<file path="src/sv/btpa_pkg.sv">
// ----------------------------------------------------------------------------
// Buddy tree allocator package
// Sizes, item kind codes, controller/datapath command and status bundles,
// and the order and tree-level helpers.
// ----------------------------------------------------------------------------
package btpa_pkg;

   // Tree geometry
   localparam int LEVELS   = 10;
   localparam int PAGES    = 1 << LEVELS;
   localparam int NODES    = (2 << LEVELS) - 1;
   localparam int NODE_W   = LEVELS + 1;
   localparam int V_W      = $clog2(LEVELS + 2);
   localparam int H_W      = $clog2(LEVELS + 1);

   // Field widths
   localparam int KIND_W   = 2;
   localparam int PAGE_W   = 10;
   localparam int CNT_W    = 11;
   localparam int FREE_W   = 11;
   localparam logic [FREE_W-1:0] FREE_MAX = '1;

   // Item kinds
   localparam logic [KIND_W-1:0] KIND_ADD   = 2'd0;
   localparam logic [KIND_W-1:0] KIND_ALLOC = 2'd1;
   localparam logic [KIND_W-1:0] KIND_FREE  = 2'd2;

   // Controller -> datapath
   typedef struct packed {
      logic clr_step;
      logic accept;
      logic init;
      logic desc;
      logic mark;
      logic lift;
      logic load_rsp;
   } cmd_type;

   // Datapath -> controller
   typedef struct packed {
      logic clr_last;
      logic item_ok;
      logic is_alloc;
      logic root_hit;
      logic top_level;
      logic top_exact;
      logic desc_found;
      logic desc_last;
      logic desc_exact;
      logic node_root;
      logic parent_root;
      logic rsp_free;
   } sts_type;

   // Block order: smallest k with 2^k >= count, capped at LEVELS
   function automatic logic [H_W-1:0] order_of(input logic [CNT_W-1:0] count);
      logic [CNT_W-1:0] m;
      logic [H_W-1:0]   k;
      m = count - 1'b1;
      k = '0;
      for (int b = 0; b < CNT_W; b++) begin
         if (m[b]) k = H_W'(b + 1);
      end
      if (k > H_W'(LEVELS)) k = H_W'(LEVELS);
      return k;
   endfunction

   // Heap index of the first node at height h
   function automatic logic [NODE_W-1:0] level_base(input logic [H_W-1:0] h);
      logic [NODE_W-1:0] one;
      one = NODE_W'(1);
      return (one << (H_W'(LEVELS) - h)) - one;
   endfunction

endpackage

</file>
<file path="src/sv/btpa_ctrl.sv">
// ----------------------------------------------------------------------------
// Buddy tree allocator controller
// Sequences the clearing sweep, the descent, the node write and the
// ancestor update, and hands the result to the output register.
// ----------------------------------------------------------------------------
module btpa_ctrl (
   input  logic               clock,
   input  logic               reset,
   input  logic               req_valid,
   output logic               req_stall,
   input  btpa_pkg::sts_type  sts,
   output btpa_pkg::cmd_type  cmd
);

   typedef enum logic [6:0] {
      ST_CLEAR = 7'b0000001,
      ST_IDLE  = 7'b0000010,
      ST_START = 7'b0000100,
      ST_DESC  = 7'b0001000,
      ST_MARK  = 7'b0010000,
      ST_LIFT  = 7'b0100000,
      ST_FIN   = 7'b1000000
   } state_type;

   state_type state_ff;
   state_type state_in;

   // Input side takes an item only when idle
   assign req_stall = (state_ff != ST_IDLE);

   // Next state and commands
   always_comb begin
      state_in = state_ff;
      cmd      = '0;
      unique case (state_ff)
         ST_CLEAR: begin
            cmd.clr_step = 1'b1;
            if (sts.clr_last) state_in = ST_IDLE;
         end
         ST_IDLE: begin
            if (req_valid) begin
               cmd.accept = 1'b1;
               state_in   = ST_START;
            end
         end
         ST_START: begin
            cmd.init = 1'b1;
            if (!sts.item_ok) state_in = ST_FIN;
            else if (!sts.is_alloc) state_in = ST_MARK;
            else if (!sts.root_hit) state_in = ST_FIN;
            else if (sts.top_level) state_in = sts.top_exact ? ST_MARK : ST_FIN;
            else state_in = ST_DESC;
         end
         ST_DESC: begin
            cmd.desc = 1'b1;
            if (!sts.desc_found) state_in = ST_FIN;
            else if (sts.desc_last) state_in = sts.desc_exact ? ST_MARK : ST_FIN;
         end
         ST_MARK: begin
            cmd.mark = 1'b1;
            state_in = sts.node_root ? ST_FIN : ST_LIFT;
         end
         ST_LIFT: begin
            cmd.lift = 1'b1;
            if (sts.parent_root) state_in = ST_FIN;
         end
         ST_FIN: begin
            if (sts.rsp_free) begin
               cmd.load_rsp = 1'b1;
               state_in     = ST_IDLE;
            end
         end
         default: state_in = ST_CLEAR;
      endcase
   end

   // State register; reset starts the clearing sweep
   always_ff @(posedge clock) begin
      if (reset) state_ff <= ST_CLEAR;
      else state_ff <= state_in;
   end

endmodule

</file>
<file path="config.mk">
export PLATFORM = sky130hd
export DESIGN_NAME = btpa_ctrl
export DESIGN_NICKNAME = d
export VERILOG_FILES = /design/src/sv/btpa_pkg.sv /design/src/sv/btpa_ctrl.sv
export SDC_FILE = /design/constraint.sdc
export NUM_CORES = 1
export LEC_CHECK = 0
export ABC_CLOCK_PERIOD_IN_PS = 1350
export BUFFER_PORTS_ARGS = -buffer_cell sky130_fd_sc_hd__buf_2
export CAP_MARGIN = 25
export CORE_MARGIN = 3
export CORE_UTILIZATION = 27
export CTS_CLUSTER_DIAMETER = 150
export DETAILED_ROUTE_END_ITERATION = 16
export PLACE_DENSITY = 0.59
export RECOVER_POWER = 50
export SETUP_SLACK_MARGIN = 0.5
export SLEW_MARGIN = 20
export SYNTH_ARGS = -nofsm -noshare
export SYNTH_HDL_FRONTEND = slang
export SYNTH_SLANG_ARGS = --single-unit
</file>
<file path="constraint.sdc">
create_clock -name clock -period 1.35 [get_ports clock]
set_clock_uncertainty 0.05 [all_clocks]
set_input_delay 0.3375 -clock clock [delete_from_list [all_inputs] [get_ports clock]]
set_output_delay 0.3375 -clock clock [all_outputs]
set_load 0.05 [all_outputs]
</file>
After elaboration in Yosys (flattened, before gate mapping)

Cells that the tools add are included.

Register bits after elaboration: 7
Input port bits: 15
Output and inout bits: 8
Logic and storage cells: 38

Equal/unequal tests: 13
Multiplexer cells: 23
Reduce and logical (&&, ||, !) cells: 1

Operators with widths:

| cell                 | count |
|---|---|
| $mux W7              | 13 |
| $pmux W7 S7          | 1 |
| $mux W1              | 9 |
| $ne A2 B2 Y1 const B | 4 |
| $eq A7 B1 Y1 const B | 1 |
| $eq A7 B2 Y1 const B | 1 |
| $eq A7 B3 Y1 const B | 1 |
| $eq A7 B4 Y1 const B | 1 |
| $eq A7 B5 Y1 const B | 1 |
| $eq A7 B6 Y1 const B | 1 |
| $eq A7 B7 Y1 const B | 1 |
| $ne A7 B2 Y1 const B | 1 |
| $reduce_and A5 Y1    | 1 |
| $ne A3 B3 Y1 const B | 1 |

Logic depth before layout (Yosys ltp)

Word-level depth: 6
Gate-level depth with buffers: 6
Gate-level depth less buffers: 5

Least setup slack after synthesis

OpenSTA, ideal clock, no wires.

Kind: register to register
From: register state_ff[1]
To: register state_ff[6]
Setup time: 0.088 ns
Arrival: 2.409 ns
Required time: 1.212 ns
Slack: -1.197 ns
Cell stages (with the launch flop): 6
Path buffers: 0
Period minus slack after synthesis: 2.547 ns
Path through: dfxtp_1 > nor3_2 > nand2_1 > nor3b_1 > a211oi_1 > o31ai_1

Cells in the longest elaborated chain, start to end: 3
Elaborated cells between the ends (all ways): 14
Those cells by class: eq/ne (12); mux (1); reduce/logical (1)

Ends and longest elaborated chain:

| item                                                                 | line            | RTL |
|---|---|---|
| start, declared                                                      | btpa_ctrl.sv:25 | `state_type state_ff;` |
| start signal, assigned                                               | btpa_ctrl.sv:80 | `else state_ff <= state_in;` |
| $eq A7 B4 Y1 (tied with other cells)                                 | btpa_ctrl.sv:35 | `unique case (state_ff)` |
| $ne A3 B3 Y1 (no source line) / $ne A2 B2 Y1 (equally long branches) | n/a             |  |
| $reduce_and A5 Y1 (no source line)                                   | n/a             |  |

Several ways; a longest one is shown, not always the timed one.
A chain may end at the register's enable or synchronous reset.

==> results by group <==
Timing
  – Final Hold Violating Endpoints: 0
  – Minimum period implied by the final worst setup slack: ~1.9 ns
  – Max Slew Vio Count: 0
  – Headroom to the max-slew limit: 76.40%
  – RSZ-0062 raised after global routing: true
  – Achievable Freq: 532.1 MHz
  – Part of the cycle the worst path needs: 139.2%
  – Final count of negative-setup-slack endpoints: 15
  – Final critical-path setup slack: -0.5295 ns
  – Slew at the pin closest to its max-slew limit: 0.3495 ns

Synth
  – Number of unique standard cell types used by synthesis: 31
  – Portion of synthesized cell area occupied by the leading cell type: around a quarter
  – Post-synthesis cell count: 73
  – EDFF count, synth: 0
  – Warnings, synthesis: 0
  – Netlist area before placement: 568.0 sq um
  – Most area-hungry cell type in the Yosys netlist: sky130_fd_sc_hd__dfxtp_1
  – Portion of the post-synthesis area used by sequential elements: between 20 and 25%
  – Ranking of synthesized cells by area: sky130_fd_sc_hd__dfxtp_1, sky130_fd_sc_hd__nor2b_1, sky130_fd_sc_hd__nor3b_1
  – Dominant synthesized flop cell: sky130_fd_sc_hd__dfxtp_1
  – Async set-or-reset flop fraction in the synthesized netlist: 0%
  – Average size of a mapped cell: 7.781 sq um
  – Yosys reg bits: 7
  – Most common cell in the netlist: sky130_fd_sc_hd__nor2_1
  – Net count of the mapped netlist: between 80 and 90
  – Most common library cells after synthesis: sky130_fd_sc_hd__nor2_1, sky130_fd_sc_hd__dfxtp_1, sky130_fd_sc_hd__nand2_1, sky130_fd_sc_hd__nor2b_1

Final layout
  – Register with the most flip-flops: state_ff
  – Final cell count without fillers: around 160
  – Relative area change from synthesis to final layout: 128.9%
  – Fraction of final layout cells with drive strength greater than 1: 69.57%
  – Number of flip-flops in the largest register: 7
  – Final nets: between 150 and 200
  – Registers with the highest flip-flop counts: state_ff: 7 flops
  – Antenna cell count: 0

Placed design
  – DP HPWL: 1.555 mm
  – Buffers on Ports: 22
  – Placed cell count: 144
  – Weighted congestion at the end of routability-driven global placement: 0.8102
  – Pre-CTS worst setup slack: -0.3687 ns

Power
  – Clk network pwr share: between 10% and 20%
  – Combinational share of power: 72.3%
  – Cell internal pwr: 1.080 mW
  – Post-layout power: just under 2 mW
  – Switching portion of total power: between 40 and 50%
  – VDD IR-drop max: 0.0009299 V
  – Switching Power: 0.8761 mW
  – Lkg Pwr: 0.5672 nW
  – Sequential fraction of design power: 17.2%
  – Pwr Density: 1504 nW/um^2

GRT
  – Number of antenna violations at the first check in global routing: 0
  – Overall Global Routing Usage: between 20% and 30%
  – Global-route wire length before repair: approximately 4.3 mm
  – Number of global-route vias before repair: just under 900
  – Gr ovfl total: 0
  – Maximum number of pins on one net before global-route repair: 8

Worst setup path
  – RR Endpoint: state_ff[1]$_SDFFE_PP0P_
  – Startpoint types: flop
  – Capturing element of the worst setup path: cmd[4]
  – Worst endpoint required time: 0.96 ns
  – Worst setup path startpoint: state_ff[4]$_SDFFE_PP0P_
  – Max stage delay cell, worst path: sky130_fd_sc_hd__dfxtp_2
  – CP Cell Sequence: nor4_4, nand2b_1, buf_4, nor2_2, buf_6
  – Largest stage delay, worst path: 0.34 ns
  – Cell depth of the worst flop-to-flop path: 9
  – Slack of the worst reg-to-reg path: -0.47 ns
  – CP Class: reg2out
  – Largest driver fanout on the critical path: 2
  – Critical path capture point type: primary output
  – Count of buffering cells on the critical path with inverters included: 2
  – Critical path data arrival time: 1.49 ns
  – Path length in cells of the critical path: 5
  – Startpoint of the worst-slack reg-to-reg timing path: state_ff[4]$_SDFFE_PP0P_
  – CP top delay family: simple AND/OR/NAND/NOR gates

Detailed routing
  – Routed vias/inst: 4.982
  – Routed wire length: 2.440 mm
  – Post-route antenna net violation count: 0
  – Routed via count: about 810
  – Initial DRC count: 17
  – Routed wire length per instance: ~15 um
  – DR pass1 iterations: 4
  – Residual DRC count: 0

Min path
  – Hold path startpoint: sts[3]
  – Class of the worst hold path: in2reg

Clocking
  – Clock latency reported for the late side of the worst-skew pair: 0.27 ns
  – Largest buffer count on any clock path: 2
  – Clock tree from TritonCTS: built
  – Count of H-tree levels built during CTS: 1
  – Clock buffer count from CTS: 3
  – Clock sink count: 7
  – CTS Hold Bufs: 0
  – CTS root buf: sky130_fd_sc_hd__clkbuf_4
  – Register clock-pin slew on the reported worst setup and hold paths: 0.06 ns

Floorplanning
  – Effective utilization at floorplan: 30.57%
  – Die Y: 51.87 um
  – Number of placed I/O pins: 23
  – Core footprint: approximately 1900 sq um
  – Die area: 2690 sq um
  – Die W: 51.87 um
  – Std cell rows: 15

Run status
  – Violations in the final reports: setup timing
  – Result of the run: finished, violations left

Flow run
  – Max_cap viols: 0
stage by stage:
stage | hold slack [ns] | utilization [%] | area, sq um | setup TNS, ns
after global routing | 0.3386 | 69.97 | 1300 | -7.461
after floorplan | 0.3566 | - | 661.9 | -4.376
after CTS | 0.3221 | 69.36 | 1289 | -6.262
final | 0.3197 | 69.97 | 1300 | -6.624
after global placement | 0.5381 | 53.06 | 985.9 | -4.019
after detailed placement | 0.5395 | 53.06 | 985.9 | -4.454
cells by family after synthesis:
kind of cell	share of synthesized area (%)
AND/OR/NAND/NOR	50.89
XOR/XNOR	3.084
flip-flops	24.67
AO/OA/AOI/OAI	17.18
buffers and inverters	4.185
placed cells by master (no fill, tap or decap), types with 2 or more instances in the layout:
cell type                  synthesis  routed
sky130_fd_sc_hd__nor3b_1           5       2
sky130_fd_sc_hd__nand4b_1          3       3
sky130_fd_sc_hd__dfxtp_2           0       2
sky130_fd_sc_hd__inv_1             5       5
sky130_fd_sc_hd__buf_4             0      33
sky130_fd_sc_hd__dfxtp_1           7       3
sky130_fd_sc_hd__clkbuf_4          0       3
sky130_fd_sc_hd__nand3_1           2       2
sky130_fd_sc_hd__dfxtp_4           0       2
sky130_fd_sc_hd__nor3b_4           0       3
sky130_fd_sc_hd__nand2_2           0       3
sky130_fd_sc_hd__o211ai_1          3       3
sky130_fd_sc_hd__nor2_4            0       2
sky130_fd_sc_hd__buf_6             0      14
sky130_fd_sc_hd__buf_2             0      14
sky130_fd_sc_hd__nor2_1            8       4
sky130_fd_sc_hd__nor2b_1           6       4
sky130_fd_sc_hd__nor3_4            0       3
sky130_fd_sc_hd__nand2_1           6       3
sky130_fd_sc_hd__a21oi_2           0       2
sky130_fd_sc_hd__nand2b_1          4       3
sky130_fd_sc_hd__nor2_2            0       2
layout make-up:
class,count,area [sq um]
multi-input combinational,60,583.1
clock buffer,4,26.28
timing repair buffer,62,490.5
tap,25,31.28
inverter,5,18.77
fill,130,558.0
sequential,7,150.1
what timing repair did:
action                                  in CTS  in global routing
pin swaps                                   18                  2
endpoints found under the setup margin      15                 15
buffers inserted                            14                  1
gates resized for setup                     45                  1
endpoints found under the hold margin        0                  0
worst register-to-register path, stage by stage (launching register included):
cell,delay (ns)
sky130_fd_sc_hd__dfxtp_2,0.34
sky130_fd_sc_hd__buf_4,0.14
sky130_fd_sc_hd__buf_6,0.11
sky130_fd_sc_hd__buf_6,0.11
sky130_fd_sc_hd__nor2b_4,0.14
sky130_fd_sc_hd__buf_6,0.10
sky130_fd_sc_hd__nand4b_1,0.17
sky130_fd_sc_hd__o2111ai_4,0.20
sky130_fd_sc_hd__nor2b_2,0.08
sky130_fd_sc_hd__nor4b_2,0.27
power groups by stage:
| stage | clock, mW | sequential (mW) | combinational (mW) |
|---|---|---|---|
| global placement | 0 | 0.312 | 0.993 |
| finish | 0.207 | 0.335 | 1.41 |
| global route | 0.229 | 0.343 | 1.51 |
| detailed placement | 0 | 0.316 | 0.992 |
| floorplan | 0 | 0.302 | 0.660 |
| CTS | 0.210 | 0.331 | 1.37 |
per-layer routing:
metal	vias to the layer above	share of wire (%)	GRT usage [%]
li1	403	-	-
met1	369	44	28.50
met2	29	48	34.52
met3	11	4.5	5.158
met4	0	3.8	10.04
met5	-	0	0
how the worst min path moves through the flow:
stage / end / slack (ns) / depth (start not counted)
after floorplan: state_ff[3]$_SDFFE_PP0P_ / 0.36 / 1
after global placement: state_ff[0]$_SDFFE_PP1P_ / 0.54 / 2
after detailed placement: state_ff[0]$_SDFFE_PP1P_ / 0.54 / 2
after CTS: state_ff[4]$_SDFFE_PP0P_ / 0.32 / 3
after global routing: state_ff[4]$_SDFFE_PP0P_ / 0.34 / 3
final: state_ff[4]$_SDFFE_PP0P_ / 0.32 / 3
(Power assumes the default switching activity.)
